`src/rtl/srfp_pkg.sv`:
```
// Shared types and constants for the serial response frame parser.
// No dependencies; imported by srfp_core and serial_response_frame_parser.
package srfp_pkg;

    // Frame delimiters and length rules
    localparam logic [7:0] START_BYTE = 8'h55;
    localparam logic [7:0] ZERO_BYTE  = 8'h00;
    localparam logic [7:0] END_BYTE   = 8'hAA;
    localparam logic [7:0] MIN_LEN    = 8'd9;
    localparam logic [7:0] HDR_LEN    = 8'd8;

    typedef enum logic [3:0] {
        PH_HUNT  = 4'd0,
        PH_ZERO1 = 4'd1,
        PH_LEN   = 4'd2,
        PH_TYPE  = 4'd3,
        PH_ADDR  = 4'd4,
        PH_DATA  = 4'd5,
        PH_CHECK = 4'd6,
        PH_ZERO2 = 4'd7,
        PH_END   = 4'd8
    } phase_t;

    typedef enum logic [2:0] {
        EV_DATA  = 3'd0,
        EV_DONE  = 3'd1,
        EV_CSUM  = 3'd2,
        EV_TRAIL = 3'd3,
        EV_LEN   = 3'd4
    } event_t;

    typedef struct packed {
        event_t     event_res;
        logic [7:0] frame_kind;
        logic [7:0] frame_address;
        logic [7:0] payload_byte;
        logic [7:0] payload_index;
        logic [7:0] payload_count;
    } result_t;

endpackage

```
`src/rtl/srfp_core.sv`:
```
// Deframing state machine: consumes one byte per step, produces at most one result.
// Depends on srfp_pkg.
module srfp_core
    import srfp_pkg::*;
(
    input  logic       clk,
    input  logic       rst_n,
    input  logic       step,
    input  logic [7:0] rx_byte,
    output logic       res_valid,
    output result_t    res
);

    phase_t     phase_reg, phase_next;
    logic [7:0] length_reg, length_next;
    logic [7:0] kind_reg, kind_next;
    logic [7:0] address_reg, address_next;
    logic [7:0] count_reg, count_next;
    logic [7:0] sum_reg, sum_next;

    logic [8:0] count_plus_min;
    logic [7:0] sum_add;

    assign count_plus_min = {1'b0, count_reg} + {1'b0, MIN_LEN};
    assign sum_add        = sum_reg + rx_byte;

    // Next state
    always_comb
    begin
        phase_next   = phase_reg;
        length_next  = length_reg;
        kind_next    = kind_reg;
        address_next = address_reg;
        count_next   = count_reg;
        sum_next     = sum_reg;
        unique case (phase_reg)
            PH_HUNT:
            begin
                if (rx_byte == START_BYTE)
                    phase_next = PH_ZERO1;
            end
            PH_ZERO1:
            begin
                if (rx_byte == ZERO_BYTE)
                    phase_next = PH_LEN;
            end
            PH_LEN:
            begin
                kind_next    = '0;
                address_next = '0;
                if (rx_byte < MIN_LEN)
                begin
                    phase_next  = PH_HUNT;
                    length_next = '0;
                    count_next  = '0;
                    sum_next    = '0;
                end
                else
                begin
                    length_next = rx_byte;
                    sum_next    = rx_byte;
                    phase_next  = PH_TYPE;
                end
            end
            PH_TYPE:
            begin
                kind_next  = rx_byte;
                sum_next   = sum_add;
                phase_next = PH_ADDR;
            end
            PH_ADDR:
            begin
                address_next = rx_byte;
                sum_next     = sum_add;
                count_next   = '0;
                phase_next   = PH_DATA;
            end
            PH_DATA:
            begin
                sum_next = sum_add;
                if (count_plus_min >= {1'b0, length_reg})
                    phase_next = PH_CHECK;
                else
                    count_next = count_reg + 8'd1;
            end
            PH_CHECK, PH_ZERO2, PH_END:
            begin
                if ((phase_reg == PH_CHECK && rx_byte == ~sum_reg) ||
                    (phase_reg == PH_ZERO2 && rx_byte == ZERO_BYTE))
                begin
                    phase_next = (phase_reg == PH_CHECK) ? PH_ZERO2 : PH_END;
                end
                else if (phase_reg == PH_END && rx_byte == END_BYTE)
                begin
                    phase_next = PH_HUNT;
                end
                else
                begin
                    // abandon the frame; kind is kept until the next LEN
                    phase_next   = PH_HUNT;
                    length_next  = '0;
                    address_next = '0;
                    count_next   = '0;
                    sum_next     = '0;
                end
            end
            default:
            begin
                phase_next = PH_HUNT;
            end
        endcase
    end

    // Outputs
    always_comb
    begin
        res_valid         = 1'b0;
        res.event_res     = EV_DATA;
        res.frame_kind    = kind_reg;
        res.frame_address = address_reg;
        res.payload_byte  = '0;
        res.payload_index = '0;
        res.payload_count = '0;
        unique case (phase_reg)
            PH_LEN:
            begin
                res.frame_kind    = '0;
                res.frame_address = '0;
                if (rx_byte < MIN_LEN)
                begin
                    res_valid     = 1'b1;
                    res.event_res = EV_LEN;
                end
            end
            PH_DATA:
            begin
                res_valid         = 1'b1;
                res.event_res     = EV_DATA;
                res.payload_byte  = rx_byte;
                res.payload_index = count_reg;
            end
            PH_CHECK:
            begin
                if (rx_byte != ~sum_reg)
                begin
                    res_valid     = 1'b1;
                    res.event_res = EV_CSUM;
                end
            end
            PH_ZERO2:
            begin
                if (rx_byte != ZERO_BYTE)
                begin
                    res_valid     = 1'b1;
                    res.event_res = EV_TRAIL;
                end
            end
            PH_END:
            begin
                res_valid = 1'b1;
                if (rx_byte == END_BYTE)
                begin
                    res.event_res     = EV_DONE;
                    res.payload_count = length_reg - HDR_LEN;
                end
                else
                    res.event_res = EV_TRAIL;
            end
            default:
            begin
                res_valid = 1'b0;
            end
        endcase
    end

    always_ff @(posedge clk or negedge rst_n)
    begin
        if (!rst_n)
        begin
            phase_reg   <= PH_HUNT;
            length_reg  <= '0;
            kind_reg    <= '0;
            address_reg <= '0;
            count_reg   <= '0;
            sum_reg     <= '0;
        end
        else if (step)
        begin
            phase_reg   <= phase_next;
            length_reg  <= length_next;
            kind_reg    <= kind_next;
            address_reg <= address_next;
            count_reg   <= count_next;
            sum_reg     <= sum_next;
        end
    end

endmodule

```
`src/rtl/serial_response_frame_parser.sv`:
```
// Top level of the serial response frame parser: byte handshake, deframer, output skid.
// Depends on srfp_pkg and srfp_core.
//
// Accepts one received UART byte per beat and deframes 0x55 0x00 LEN TYPE ADDR
// DATA[LEN-8] CHECK 0x00 0xAA. Each data byte comes out as an event-0 beat with
// its payload index; the closing 0xAA gives an event-1 beat with the payload
// count. Checksum (2), trailer (3) and short-length (4) errors send the parser
// back to hunting for 0x55. Bytes that cause no event produce no output beat.
// Throughput is one byte per clock while in_ready is high: the frame state updates in
// the cycle a byte is accepted and any result is registered on the same edge, into the
// output or skid register. A two-entry output buffer (output register
// plus skid register) keeps in_ready high while one result waits; in_ready
// drops only when both entries hold results.
module serial_response_frame_parser
    import srfp_pkg::*;
(
    input  logic       clk,
    input  logic       rst_n,
    input  logic       in_valid,
    output logic       in_ready,
    input  logic [7:0] rx_byte,
    output logic       out_valid,
    input  logic       out_ready,
    output logic [2:0] event_res,
    output logic [7:0] frame_kind,
    output logic [7:0] frame_address,
    output logic [7:0] payload_byte,
    output logic [7:0] payload_index,
    output logic [7:0] payload_count
);

    logic    in_beat;
    logic    res_valid;
    result_t res;

    logic    out_valid_reg;
    result_t out_reg;
    logic    skid_valid_reg;
    result_t skid_reg;

    logic    out_free;

    // Skid register empty means there is always room for one more result.
    assign in_ready = !skid_valid_reg;
    assign in_beat  = in_valid && in_ready;

    srfp_core u_core (
        .clk       (clk),
        .rst_n     (rst_n),
        .step      (in_beat),
        .rx_byte   (rx_byte),
        .res_valid (res_valid),
        .res       (res)
    );

    // Output register can load this cycle when empty or being drained.
    assign out_free = !out_valid_reg || out_ready;

    always_ff @(posedge clk or negedge rst_n)
    begin
        if (!rst_n)
        begin
            out_valid_reg  <= 1'b0;
            skid_valid_reg <= 1'b0;
        end
        else
        begin
            if (out_free)
            begin
                if (skid_valid_reg)
                    out_valid_reg <= 1'b1;
                else
                    out_valid_reg <= in_beat && res_valid;
            end
            // skid fills only when output is stalled; drains into output when free
            if (skid_valid_reg)
                skid_valid_reg <= !out_free;
            else
                skid_valid_reg <= in_beat && res_valid && !out_free;
        end
    end

    // Payload registers, no reset
    always_ff @(posedge clk)
    begin
        if (out_free)
        begin
            if (skid_valid_reg)
                out_reg <= skid_reg;
            else if (in_beat && res_valid)
                out_reg <= res;
        end
        if (!skid_valid_reg && in_beat && res_valid && !out_free)
            skid_reg <= res;
    end

    assign out_valid     = out_valid_reg;
    assign event_res     = out_reg.event_res;
    assign frame_kind    = out_reg.frame_kind;
    assign frame_address = out_reg.frame_address;
    assign payload_byte  = out_reg.payload_byte;
    assign payload_index = out_reg.payload_index;
    assign payload_count = out_reg.payload_count;

endmodule
```
`config.mk`:
```
export PLATFORM = sky130hd
export DESIGN_NAME = serial_response_frame_parser
export DESIGN_NICKNAME = d
export VERILOG_FILES = /design/src/rtl/srfp_pkg.sv /design/src/rtl/srfp_core.sv /design/src/rtl/serial_response_frame_parser.sv
export SDC_FILE = /design/constraint.sdc
export NUM_CORES = 1
export LEC_CHECK = 0
export BUFFER_PORTS_ARGS = -buffer_cell sky130_fd_sc_hd__buf_2
export CAP_MARGIN = 20
export CORE_ASPECT_RATIO = 0.75
export CORE_MARGIN = 1
export CORE_UTILIZATION = 40
export CTS_CLUSTER_SIZE = 28
export DETAILED_ROUTE_END_ITERATION = 10
export GPL_ROUTABILITY_DRIVEN = 0
export RECOVER_POWER = 50
export SYNTH_ARGS = -nofsm -noshare
export SYNTH_HDL_FRONTEND = slang
export SYNTH_HIERARCHICAL = 1
export SYNTH_SLANG_ARGS = --single-unit
```
`constraint.sdc`:
```
create_clock -name clk -period 10.79 [get_ports clk]
set_input_delay 1.6185 -clock clk [delete_from_list [all_inputs] [get_ports clk]]
set_output_delay 1.6185 -clock clk [all_outputs]
set_load 0.05 [all_outputs]
```
==> run metrics <==
status finished, violations left; violated checks max-capacitance violations, max-slew violations; Clock Skew 0.00850 ns; delay-heaviest family, CP simple AND/OR/NAND/NOR gates; num ports 57; Slew Limit Fails 39; fin crit share 39.1%; WP data required 10.89 ns; Placement Rows 40; Multi-input gate area 0.00258 mm²; largest net degree at the start of global routing 47; Post-Syn Area per Cell 12.4 µm²; Root Buffer clkbuf_16; number of setup buffers added after CTS 0; layout cells sized above 1 13.6%; yosys warns 6; clock-pin slew on the worst setup and hold paths 0.06 ns; Clk pwr share 27.5%; CP bufs+invs 2; Routed wire per std cell 17.4 µm; post-CTS sizing 0; wirelength, routed 14100 µm; Hold Path Class flop to flop; Synth top area share 38.7%; Max-Slew Margin vs Limit -43.6%; Internal Power 1.30 mW; hold path start u_core/kind_reg[5]; antenna cell count 0; vias in the first global route 4133; via count 4309; sequential share of power 36.3%; total track usage 17.3%; leakage power 2.97 nW; routed vias/inst 5.31; crit end category flop; initial antenna violation count 0; first-pass GRT wire length 22300 µm; PortBufs 56; fin area 0.00750 mm²; # nets final 619; number of flops mapped to enable cells by yosys 86; max cap viols 1; reg2reg end payload_index[5]; Sw Ratio 39.7%; # setup viols final 0; Switching Power 0.853 mW; register area 0.00373 mm²; core region area 0.0162 mm²; setup ws final 6.57 ns; Setup Crit Path Kind input pin to flop; Crit-path slowest cell nor2_4; die area 0.0172 mm²; Hold EP u_core/kind_reg[5]; Starting Density 41.3%; drt pass-1 iters 5; syn_nets 569; top cells by area, synth edfxtp_1 (39%), dfrtp_1 (17%), mux2_4 (8.5%); htree depth 4; RSZ-0062 raised after global routing no; Post-DRT Antenna Nets 0; FMAX 0.237 GHz; pre-CTS setup slack 6.23 ns; Critical R2R Launch u_core/phase_reg[3]; CP Depth 9; sum of negative setup slack 0 ns; DIE WIDTH 151 µm; post-place instance area 0.00705 mm²; DRC Markers 0; clock sink count 132; pwr/cell area 287 mW/mm²; max reg flops 43; clock buffer depth 2; register area share after synthesis 55.9%; FFs w/ async S/R, synth 34.8%; FILL cells 1511; Yosys reg bits 132; post-synthesis cell type count 68; area leader, netlist edfxtp_1; Worst Path Max Fanout 23; Area Overhead vs Synth 12.3%; First DRT Iteration DRCs 296; Clk Latency, worst-skew pair 0.42 ns; Logic pwr share 36.2%; critical-path cell list clkbuf_1 -> ha_1 -> and3_1 -> nand4_1 -> nand4_1 -> nand4_1 -> a21oi_1 -> nor2_4 -> buf_4; Tmin final 4.22 ns; Hold Vio Cnt, Final 0; Mapped Area 0.00668 mm²; crit start category input pin; CP dominant cell by count nand4_1; peak supply drop 0.000123 V; Max stage delay on crit path 0.57 ns; TritonCTS buffer count 17; hold buffer count at cts 0; GR Overflow Total 0; Synth Flop Type edfxtp_1; R2R setup slack 7.28 ns; Hold Crit Depth 2; HPWL Detailed 9710 µm; Worst Path Arrival 4.32 ns; Post-Synthesis Cells 539; Slew @ Worst Pin 2.15 ns; worst r2r path cells 7; CTS tree yes; chip height 114 µm
## per-layer routing
layer	global-route usage, %	up-vias	wire length (µm)
met2	24.6	117	5960
li1	-	2065	-
met1	25.1	2117	7220
met5	0	-	0
met4	5.33	0	130
met3	5.44	10	814
## cell usage after synthesis (4+ instances only)
master / number
o21ai_0: 26
nand4_1: 7
nand3_1: 15
buf_6: 11
mux2_4: 38
nor3_1: 9
a21o_1: 5
o21ai_1: 4
nor2b_1: 7
ha_1: 17
inv_1: 21
xor2_1: 5
nand2b_1: 5
and2_1: 19
a21oi_1: 17
a31oi_1: 8
nor2_1: 37
and3_1: 15
xnor2_1: 9
edfxtp_1: 86
dfrtp_1: 46
clkbuf_1: 12
nand2_1: 53
mux2_2: 8
## worst reg2reg max path, stage by stage, from the launching register on
cell and delay (ns):
dfrtp_1 0.49, nand2b_1 0.27, nor2_1 0.55, nand2_1 0.48, nand4_1 0.26, a21oi_1 0.16
nor2_4 0.57, buf_4 0.40
## area by class of cell
class	instances	share of cell area [%]
Multi-Input combinational cell	358	34.4
Inverter	21	1.05
Clock buffer	17	5.67
Clock inverter	15	2.42
Sequential cell	132	49.8
Timing Repair Buffer	59	3.14
Tap cell	210	3.50
## power by group through the flow
stage | clock [mW] | sequential [mW] | combinational (mW)
finish | 0.591 | 0.780 | 0.779
global route | 0.622 | 0.794 | 0.854
CTS | 0.602 | 0.779 | 0.818
floorplan | 0 | 0.929 | 0.508
global placement | 0 | 0.783 | 0.803
detailed placement | 0 | 0.788 | 0.814
## worst max-delay path by stage
stage,start,endpoint,slack (ns)
after global placement,rx_byte[4],payload_index[3],6.33
after CTS,rx_byte[4],payload_index[3],6.68
after detailed placement,rx_byte[4],payload_index[3],6.23
final,rx_byte[4],payload_index[5],6.57
after global routing,rx_byte[3],payload_index[5],6.36
after floorplan,rx_byte[5],event_res[0],5.73
## kinds of logic (layout without fill, tap and decap cells)
| kind of cell | after synthesis | count (layout) | synth area share (%) |
|---|---|---|---|
| adders and majority gates | 18 | 18 | 3.48 |
| AOI/OAI and AO/OA | 89 | 89 | 9.78 |
| buffers and inverters | 49 | 112 | 4.16 |
| DFF | 132 | 132 | 55.9 |
| and+or+nand+nor | 188 | 188 | 14.5 |
| muxes | 49 | 49 | 10.3 |
| xor gates and xnor gates | 14 | 14 | 1.84 |
## placed cells by master, fill, tap and decap left out, types with 13 or more instances in the layout
cell / synthesis / routed
nor2_1: 37 / 36
ha_1: 17 / 17
clkbuf_1: 12 / 52
edfxtp_1: 86 / 86
and3_1: 15 / 15
inv_1: 21 / 21
clkbuf_16: 0 / 17
nand2_1: 53 / 53
dfrtp_1: 46 / 45
and2_0: 0 / 16
nand3_1: 15 / 15
mux2_4: 38 / 13
a21oi_1: 17 / 17
mux2_1: 0 / 25
o21ai_0: 26 / 26
## stage by stage
| stage | utilization (%) | hold WS (ns) | power (mW) | cells |
|---|---|---|---|---|
| final | 46.4 | 0.479 | 2.15 | 812 |
| after global routing | 46.4 | 0.511 | 2.27 | 812 |
| after CTS | 47.4 | 0.480 | 2.20 | 811 |
| after detailed placement | 43.6 | 0.467 | 1.60 | 779 |
| after global placement | 43.6 | 0.462 | 1.59 | 779 |
| after floorplan | - | 0.440 | 1.44 | 539 |
Power figures use the tool's default switching activity.
